File: src/design/byte_ring_fifo_macros.svh
// Assertion helpers shared by the RTL; clocked on clk, disabled during rst.
`ifndef BYTE_RING_FIFO_MACROS_SVH
`define BYTE_RING_FIFO_MACROS_SVH

// Same-cycle implication.
`define BRF_ASSERT_IMPL(lbl, ante, cons) \
  lbl: assert property (@(posedge clk) disable iff (rst) (ante) |-> (cons)) \
    else $error("byte_ring_fifo: check failed");

// Next-cycle implication.
`define BRF_ASSERT_NEXT(lbl, ante, cons) \
  lbl: assert property (@(posedge clk) disable iff (rst) (ante) |=> (cons)) \
    else $error("byte_ring_fifo: check failed");

`endif

File: src/design/brf_pkg.sv
package brf_pkg;

  localparam int MAX_DEPTH_DEF = 256;

  localparam int KIND_W = 3;
  localparam int WORD_W = 16;
  localparam int BYTE_W = 8;
  localparam int CNT_W  = 9;

  localparam logic [CNT_W-1:0] CAP_RESET = 9'd256;

  typedef enum logic [KIND_W-1:0] {
    KIND_PUT_BYTE = 3'd0,
    KIND_GET_BYTE = 3'd1,
    KIND_PUT_WORD = 3'd2,
    KIND_GET_WORD = 3'd3,
    KIND_CLEAR    = 3'd4
  } kind_t;

  typedef enum logic [1:0] {
    S_IDLE,
    S_OP2,
    S_RESULT
  } state_t;

endpackage

File: src/design/brf_if.sv
interface brf_op_if;
  logic                        valid;
  logic                        ready;
  logic [brf_pkg::KIND_W-1:0]  kind;
  logic [brf_pkg::WORD_W-1:0]  write_value;

  modport source (output valid, output kind, output write_value, input ready);
  modport sink   (input valid, input kind, input write_value, output ready);
endinterface

interface brf_result_if;
  logic                        valid;
  logic                        ready;
  logic                        status;
  logic [brf_pkg::WORD_W-1:0]  read_value;
  logic [brf_pkg::CNT_W-1:0]   filled_count;
  logic [brf_pkg::CNT_W-1:0]   free_count;

  modport source (output valid, output status, output read_value, output filled_count,
                  output free_count, input ready);
  modport sink   (input valid, input status, input read_value, input filled_count,
                  input free_count, output ready);
endinterface

interface brf_cfg_if;
  logic                        valid;
  logic                        ready;
  logic [brf_pkg::CNT_W-1:0]   capacity;

  modport source (output valid, output capacity, input ready);
  modport sink   (input valid, input capacity, output ready);
endinterface

File: src/design/byte_ring_fifo.sv
// byte_ring_fifo: circular byte FIFO on a single-port byte memory.
// op channel: one item per operation (kind, write_value); cfg channel: the
// capacity register, always ready; the user writes it only while the block is
// idle; the block does not enforce this. result channel: one item per op
// (status, read_value, filled/free counts).
// Each op does at most one memory access per cycle:
//   byte put/get, clear, refused or unknown op: S_IDLE, then S_RESULT
//   16-bit put/get: S_IDLE, S_OP2, S_RESULT (two byte accesses to the one
//   memory port)
// The next op is taken the cycle after its result is loaded.
// A result sits in the output register until taken; while it waits the next
// op may be accepted and worked, and its result waits for the register.
// Reset: capacity 256, pointers and count zero, no result pending.
// Memory contents are not cleared; only stored bytes are ever read back.
// A capacity write (or a clear op) empties the buffer at once.
`include "byte_ring_fifo_macros.svh"

module byte_ring_fifo #(
  parameter int MAX_DEPTH = brf_pkg::MAX_DEPTH_DEF
) (
  input logic          clk,
  input logic          rst,
  brf_op_if.sink       op,
  brf_result_if.source result,
  brf_cfg_if.sink      cfg
);

  localparam int AW      = $clog2(MAX_DEPTH);
  localparam int CW      = brf_pkg::CNT_W;
  localparam int CMPW    = (AW + 1 > CW) ? AW + 1 : CW;
  localparam int CAP_MAX = (MAX_DEPTH > 511) ? 511 : MAX_DEPTH;
  localparam logic [CW-1:0] CAP_LIM = CW'(CAP_MAX);

  brf_pkg::state_t state, state_next;

  logic [CW-1:0]              capacity;
  logic [CW-1:0]              cap_eff;
  logic [CW-1:0]              count;
  logic [CW-1:0]              room;
  logic [AW-1:0]              rp, wp, rp_adv, wp_adv;
  logic [CMPW-1:0]            rp_plus, wp_plus, cap_wide;
  logic [brf_pkg::KIND_W-1:0] kind_r;
  logic [brf_pkg::BYTE_W-1:0] lo_byte;
  logic [brf_pkg::BYTE_W-1:0] rv_hi;
  logic                       status_r;

  logic                       mem_we, mem_re;
  logic [AW-1:0]              mem_addr;
  logic [brf_pkg::BYTE_W-1:0] mem_wdata, mem_rdata;

  logic accept, wp_step, rp_step, cnt_inc, cnt_dec, clr, refuse, hi_load, res_load;
  logic ok_put1, ok_get1, ok_put2, ok_get2;

  assign cap_eff  = (capacity > CAP_LIM) ? CAP_LIM : capacity;
  assign room     = cap_eff - count;
  assign cap_wide = CMPW'(cap_eff);
  assign rp_plus  = CMPW'(rp) + CMPW'(1);
  assign wp_plus  = CMPW'(wp) + CMPW'(1);
  assign rp_adv   = (rp_plus >= cap_wide) ? '0 : rp_plus[AW-1:0];
  assign wp_adv   = (wp_plus >= cap_wide) ? '0 : wp_plus[AW-1:0];

  assign ok_put1 = count < cap_eff;
  assign ok_get1 = count != '0;
  assign ok_put2 = (count <= cap_eff) && (room >= CW'(2));
  assign ok_get2 = count >= CW'(2);

  assign accept    = op.valid && op.ready;
  assign cfg.ready = 1'b1;

  brf_mem #(
    .DEPTH (MAX_DEPTH),
    .AW    (AW)
  ) u_mem (
    .clk   (clk),
    .we    (mem_we),
    .re    (mem_re),
    .addr  (mem_addr),
    .wdata (mem_wdata),
    .rdata (mem_rdata)
  );

  always_ff @(posedge clk) begin
    if (rst) begin
      state <= brf_pkg::S_IDLE;
    end else begin
      state <= state_next;
    end
  end

  always_comb begin
    state_next = state;
    op.ready   = 1'b0;
    mem_we     = 1'b0;
    mem_re     = 1'b0;
    mem_addr   = wp;
    mem_wdata  = lo_byte;
    wp_step    = 1'b0;
    rp_step    = 1'b0;
    cnt_inc    = 1'b0;
    cnt_dec    = 1'b0;
    clr        = 1'b0;
    refuse     = 1'b0;
    hi_load    = 1'b0;
    res_load   = 1'b0;
    case (state)
      brf_pkg::S_IDLE: begin
        op.ready = 1'b1;
        if (op.valid) begin
          state_next = brf_pkg::S_RESULT;
          case (op.kind)
            brf_pkg::KIND_PUT_BYTE: begin
              if (ok_put1) begin
                mem_we    = 1'b1;
                mem_wdata = op.write_value[7:0];
                wp_step   = 1'b1;
                cnt_inc   = 1'b1;
              end else begin
                refuse = 1'b1;
              end
            end
            brf_pkg::KIND_GET_BYTE: begin
              if (ok_get1) begin
                mem_re   = 1'b1;
                mem_addr = rp;
                rp_step  = 1'b1;
                cnt_dec  = 1'b1;
              end else begin
                refuse = 1'b1;
              end
            end
            brf_pkg::KIND_PUT_WORD: begin
              if (ok_put2) begin
                mem_we     = 1'b1;
                mem_wdata  = op.write_value[15:8];
                wp_step    = 1'b1;
                cnt_inc    = 1'b1;
                state_next = brf_pkg::S_OP2;
              end else begin
                refuse = 1'b1;
              end
            end
            brf_pkg::KIND_GET_WORD: begin
              if (ok_get2) begin
                mem_re     = 1'b1;
                mem_addr   = rp;
                rp_step    = 1'b1;
                cnt_dec    = 1'b1;
                state_next = brf_pkg::S_OP2;
              end else begin
                refuse = 1'b1;
              end
            end
            brf_pkg::KIND_CLEAR: begin
              clr = 1'b1;
            end
            default: begin
              refuse = 1'b1;
            end
          endcase
        end
      end
      brf_pkg::S_OP2: begin
        state_next = brf_pkg::S_RESULT;
        if (kind_r == brf_pkg::KIND_PUT_WORD) begin
          mem_we  = 1'b1;
          wp_step = 1'b1;
          cnt_inc = 1'b1;
        end else begin
          mem_re   = 1'b1;
          mem_addr = rp;
          rp_step  = 1'b1;
          cnt_dec  = 1'b1;
          hi_load  = 1'b1;
        end
      end
      brf_pkg::S_RESULT: begin
        if (!result.valid || result.ready) begin
          res_load   = 1'b1;
          state_next = brf_pkg::S_IDLE;
        end
      end
      default: begin
        state_next = brf_pkg::S_IDLE;
      end
    endcase
  end

  // pointers, count, capacity
  always_ff @(posedge clk) begin
    if (rst) begin
      capacity <= brf_pkg::CAP_RESET;
      rp       <= '0;
      wp       <= '0;
      count    <= '0;
    end else if (cfg.valid) begin
      capacity <= cfg.capacity;
      rp       <= '0;
      wp       <= '0;
      count    <= '0;
    end else if (clr) begin
      rp    <= '0;
      wp    <= '0;
      count <= '0;
    end else begin
      if (wp_step) begin
        wp <= wp_adv;
      end
      if (rp_step) begin
        rp <= rp_adv;
      end
      if (cnt_inc) begin
        count <= count + CW'(1);
      end else if (cnt_dec) begin
        count <= count - CW'(1);
      end
    end
  end

  // per-item working registers
  always_ff @(posedge clk) begin
    if (accept) begin
      kind_r   <= op.kind;
      lo_byte  <= op.write_value[7:0];
      status_r <= refuse;
    end
    if (hi_load) begin
      rv_hi <= mem_rdata;
    end
  end

  // output register
  always_ff @(posedge clk) begin
    if (rst) begin
      result.valid <= 1'b0;
    end else if (res_load) begin
      result.valid <= 1'b1;
    end else if (result.ready) begin
      result.valid <= 1'b0;
    end
  end

  always_ff @(posedge clk) begin
    if (res_load) begin
      result.status       <= status_r;
      result.filled_count <= count;
      result.free_count   <= (count <= cap_eff) ? room : '0;
      if (status_r) begin
        result.read_value <= '0;
      end else if (kind_r == brf_pkg::KIND_GET_BYTE) begin
        result.read_value <= {8'h00, mem_rdata};
      end else if (kind_r == brf_pkg::KIND_GET_WORD) begin
        result.read_value <= {rv_hi, mem_rdata};
      end else begin
        result.read_value <= '0;
      end
    end
  end

  `BRF_ASSERT_IMPL(a_count_in_cap, 1'b1, count <= cap_eff)
  `BRF_ASSERT_IMPL(a_ptr_meet, count == '0 || count == cap_eff, wp == rp)
  `BRF_ASSERT_IMPL(a_single_port, mem_we, !mem_re)
  `BRF_ASSERT_NEXT(a_one_at_a_time, accept, !op.ready)
  `BRF_ASSERT_NEXT(a_result_hold, result.valid && !result.ready, result.valid)

endmodule

File: src/design/brf_mem.sv
module brf_mem #(
  parameter int DEPTH = brf_pkg::MAX_DEPTH_DEF,
  parameter int AW    = $clog2(DEPTH)
) (
  input  logic                       clk,
  input  logic                       we,
  input  logic                       re,
  input  logic [AW-1:0]              addr,
  input  logic [brf_pkg::BYTE_W-1:0] wdata,
  output logic [brf_pkg::BYTE_W-1:0] rdata
);

  logic [brf_pkg::BYTE_W-1:0] mem [DEPTH];

  always_ff @(posedge clk) begin
    if (we) begin
      mem[addr] <= wdata;
    end
  end

  // read data holds until the next read
  always_ff @(posedge clk) begin
    if (re) begin
      rdata <= mem[addr];
    end
  end

endmodule
File: src/flat_wrapper.sv
// flat-port wrapper written by rule: the top's interface ports become plain ports
module byte_ring_fifo_flat 
#(
  parameter int MAX_DEPTH = brf_pkg::MAX_DEPTH_DEF
)
  (clk, rst, op_valid, op_kind, op_write_value, op_ready, result_valid, result_status, result_read_value, result_filled_count, result_free_count, result_ready, cfg_valid, cfg_capacity, cfg_ready);
  brf_op_if op_i ();
  brf_result_if result_i ();
  brf_cfg_if cfg_i ();
  input logic clk;
  input logic rst;
  input wire logic [$bits(op_i.valid)-1:0] op_valid;
  input wire logic [$bits(op_i.kind)-1:0] op_kind;
  input wire logic [$bits(op_i.write_value)-1:0] op_write_value;
  output wire logic [$bits(op_i.ready)-1:0] op_ready;
  output wire logic [$bits(result_i.valid)-1:0] result_valid;
  output wire logic [$bits(result_i.status)-1:0] result_status;
  output wire logic [$bits(result_i.read_value)-1:0] result_read_value;
  output wire logic [$bits(result_i.filled_count)-1:0] result_filled_count;
  output wire logic [$bits(result_i.free_count)-1:0] result_free_count;
  input wire logic [$bits(result_i.ready)-1:0] result_ready;
  input wire logic [$bits(cfg_i.valid)-1:0] cfg_valid;
  input wire logic [$bits(cfg_i.capacity)-1:0] cfg_capacity;
  output wire logic [$bits(cfg_i.ready)-1:0] cfg_ready;
  assign op_i.valid = op_valid;
  assign op_i.kind = op_kind;
  assign op_i.write_value = op_write_value;
  assign op_ready = op_i.ready;
  assign result_valid = result_i.valid;
  assign result_status = result_i.status;
  assign result_read_value = result_i.read_value;
  assign result_filled_count = result_i.filled_count;
  assign result_free_count = result_i.free_count;
  assign result_i.ready = result_ready;
  assign cfg_i.valid = cfg_valid;
  assign cfg_i.capacity = cfg_capacity;
  assign cfg_ready = cfg_i.ready;
  byte_ring_fifo #(.MAX_DEPTH(MAX_DEPTH)) u_core (.clk(clk), .rst(rst), .op(op_i), .result(result_i), .cfg(cfg_i));
endmodule
File: config.mk
export PLATFORM = sky130hd
export DESIGN_NAME = byte_ring_fifo_flat
export DESIGN_NICKNAME = d
export VERILOG_FILES = /design/src/design/brf_pkg.sv /design/src/design/brf_if.sv /design/src/design/byte_ring_fifo.sv /design/src/design/brf_mem.sv /design/src/flat_wrapper.sv
export VERILOG_INCLUDE_DIRS = /design/src /design/src/design
export SDC_FILE = /design/constraint.sdc
export NUM_CORES = 2
export LEC_CHECK = 0
export BUFFER_PORTS_ARGS = -buffer_cell sky130_fd_sc_hd__buf_4
export CAP_MARGIN = 20
export CORE_ASPECT_RATIO = 0.5
export CORE_MARGIN = 4
export CORE_UTILIZATION = 40
export CTS_CLUSTER_DIAMETER = 50
export DETAILED_ROUTE_END_ITERATION = 12
export RECOVER_POWER = 50
export SYNTH_ARGS = -nofsm -noshare
export SYNTH_HDL_FRONTEND = slang
export SYNTH_SLANG_ARGS = --single-unit
export TNS_END_PERCENT = 10
File: constraint.sdc
create_clock -name clk -period 10.8 [get_ports clk]
set_clock_uncertainty 0.1 [all_clocks]
set_input_delay 1.62 -clock clk [delete_from_list [all_inputs] [get_ports clk]]
set_output_delay 1.62 -clock clk [all_outputs]
set_load 0.005 [all_outputs]
==> results.yml <==
floorplanning:
  fp-row-count: 119
  initial_utilization_pct: 40.4
  die-area_um2: 222000
  die_x_um: 662
  die_h_um: 335
  core-area_um2: 211000
  top_level_ports: 71
min_path:
  hold_path.class: "reg2reg"
  whs_path_depth: 0
pwr:
  power.internal_uw: 13200
  p_sw_uw: 3540
  peakVddDrop_mv: 0.131
  p_sw_share_pct: 21.2
  seq_power_share_pct: 55.9
  leakagePower_uw: 0.0344
  clockPowerShare_pct: 40.5
  p_comb_share_pct: 3.7
  power_density_nw_per_um2: 175
synth:
  seq_area_frac_synth_pct: 75.0
  yosys_warnings: 0
  syn_avg_cell_area_um2: 16.3
  synth-seq-cells: 2148
  synth_edf_count: 2111
  syn_nets: 5301
  synth_area_um2: 85500
  synth_top_family_by_area: "multiplexers"
  synth_compound_area_share_pct: 5.98
  async_flop_share_pct: 0
  post_synth_xor_area_fraction_pct: 0.225
  ys_types: 70
  synth_cells: 5230
  synthMuxAreaShare_pct: 11.7
  synth_ff_type: "edfxtp_1"
  yosys.area_share.simple_pct: 4.88
  synth_adder_area_share_pct: 0.574
status:
  violations: "max-capacitance violations, max-slew violations"
  status: "finished, violations left"
grt:
  grt_start_max_net_pins: 189
  grt_pass1_vias: 47100
  grt_pass1_wl_um: 356000
  grt_antenna_before_repair: 15
  grt_use_total_pct: 22.4
  overflow: 0
sta:
  worst_slew_pin_slew_ps: 3480
  slew_headroom_pct: -132
  hold_violations: 0
  fmax_ghz: 0.111
  setup_viol: 0
  rsz0062_at_grt: "no"
  period_share_pct: 83.1
  final_max_slew_viol_count: 807
  timing.final.ws_setup_ps: 1830
  setup-tns-final_ps: 0
  holdWs_ps: 380
  min_period_ps: 8970
cts:
  clkTransAtPathRegs_ps: 60
  post-cts-setup-buffers: 0
  cts_made_buffers: 196
  clkSinkCount: 2148
  clock_path_buffers: 3
  clk_latency_ps: 830
  cts_tree: "done"
  cts_resized: 0
  cts_hold_buf: 0
  h-tree-depth: 4
  root_buffer: "clkbuf_16"
route:
  ant_nets: 0
  drt_iter0_drc: 7402
  drcViolationCount: 0
  vias_per_cell: 5.99
  drt_first_pass_iters: 9
  wire_per_inst_um: 30.4
  vias: 50100
  routed_wl_um: 255000
cells_and_area:
  finalNetCount: 5441
  final_cells: 8375
  area_delta_synth_final_pct: 12.1
  final_common_cell: "edfxtp_1"
  fin_area_um2: 95800
  final_cell_mix: "edfxtp_1, mux2i_1, o22ai_1, nand2_1, nor2_1"
  final_layout_size_suffix_gt1_share_pct: 9.24
flow_run:
  max-cap-violations: 23
placed_design:
  dp_cells: 8008
  gp_congestion: 0.900
  pre_cts_slack_ps: 2660
  placed_area_um2: 89900
  hpwl_um: 164000
  place.port_buffers: 69
worst_setup_path:
  rr_worst_depth: 14
  cp.arrival_ps: 9400
  crit_type: "in2reg"
  crit_required_ps: 11220
  worstSetupStartpointType: "primary input"
  end_kind: "flop"
  worstPathMaxFanout: 54
==> sequential cells by signal, summed over array words and instances, names as in the netlist <==
name	cells
u_core.u_mem.mem	2048
u_core.result.read_value	16
u_core.capacity	9
u_core.count	9
u_core.result.filled_count	9
u_core.result.free_count	9
u_core.lo_byte	8
u_core.rp	8
u_core.rv_hi	8
u_core.u_mem.rdata	8
u_core.wp	8
u_core.kind_r	3
u_core.state	2
u_core.result.status	1
u_core.result.valid	1
u_core.status_r	1
==> worst max-delay path, stage by stage <==
cell and delay, ps:
clkbuf_1 270, nand2b_1 170, or3b_1 400, a31oi_4 210, buf_4 540, inv_1 700
mux2i_1 370, clkbuf_1 320, nand2b_4 690, clkbuf_1 1470, o22ai_1 180, o21ai_0 590
nand4_1 510, nor4_1 970, o2111ai_1 230
==> path summary, 6_finish.rpt <==
path                                       from                              end  slack [ps]
hold reg to reg   u_core.status_r$_SDFFCE_PN0P_   u_core.result.status$_DFFE_PP_         380
setup reg to reg   u_core.count[2]$_SDFFE_PP0P_  u_core.u_mem.rdata[6]$_DFFE_PP_        2110
setup / recovery                     op_kind[1]  u_core.u_mem.rdata[6]$_DFFE_PP_        1830
hold / removal    u_core.status_r$_SDFFCE_PN0P_   u_core.result.status$_DFFE_PP_         380
==> final cells by class <==
cell class | count | area (µm²)
inverters | 35 | 131
flip-flops and latches | 2148 | 64100
clock inverters | 115 | 930
clock buffers | 242 | 5200
fillers | 18200 | 116000
diodes | 3 | 7.51
well taps | 2843 | 3560
repair buffers | 223 | 1730
multi-input cells | 2766 | 20100
==> cell families after synthesis <==
group,count (synthesis)
other,1
buffers and inverters,316
multiplexers,938
AND/OR/NAND/NOR,938
flip-flops,2148
AO/OA/AOI/OAI,829
XOR/XNOR,22
adder cells (fa/ha/maj),38
==> per-stage QoR <==
step / util [%] / power (µW)
after floorplan: - / 9890
after global placement: 42.4 / 10100
after CTS: 45.4 / 16800
after global routing: 45.3 / 17200
final: 45.3 / 16700
after detailed placement: 42.5 / 10100
==> synthesized netlist by cell type, types with 9 or more instances <==
| cell | instances | share of area (%) |
|---|---|---|
| nor4_1 | 47 | 0.34 |
| inv_1 | 33 | 0.14 |
| buf_1 | 35 | 0.15 |
| a31oi_1 | 12 | 0.088 |
| o21ai_0 | 175 | 1.0 |
| a22o_1 | 15 | 0.15 |
| nor2b_1 | 23 | 0.17 |
| ha_1 | 36 | 0.53 |
| a21oi_1 | 82 | 0.48 |
| nand2b_1 | 19 | 0.14 |
| nor3_1 | 21 | 0.12 |
| nor2_1 | 319 | 1.4 |
| o21a_1 | 10 | 0.088 |
| xor2_1 | 9 | 0.092 |
| and2_1 | 19 | 0.14 |
| mux4_2 | 49 | 1.3 |
| a21o_1 | 21 | 0.18 |
| and3_1 | 15 | 0.11 |
| o22ai_1 | 420 | 3.1 |
| o31ai_1 | 11 | 0.097 |
| mux2i_1 | 884 | 10 |
| a22oi_1 | 15 | 0.13 |
| buf_2 | 112 | 0.66 |
| nand3_1 | 63 | 0.37 |
| nand2_1 | 326 | 1.4 |
| or3_1 | 10 | 0.073 |
| edfxtp_1 | 2111 | 74 |
| nand4_1 | 54 | 0.40 |
| a211oi_1 | 11 | 0.097 |
| clkbuf_1 | 126 | 0.55 |
| dfxtp_1 | 37 | 0.87 |
| xnor2_1 | 13 | 0.13 |
==> power by group through the flow <==
stage / sequential [µW] / clock, µW / combinational, µW
floorplan: 9550 / 0 / 331
global placement: 9510 / 0 / 601
detailed placement: 9510 / 0 / 623
CTS: 9330 / 6820 / 622
global route: 9340 / 7170 / 654
finish: 9340 / 6760 / 616
==> routing by layer <==
metal / GRT usage, % / share of wire, % / up-vias
met2: 32.8 / 43 / 3039
met4: 5.47 / 2.4 / 10
li1: - / - / 20900
met3: 5.46 / 12 / 364
met5: 0 / 0.024 / -
met1: 33.6 / 42 / 25800
No activity file was read; power rests on OpenSTA's default activity.
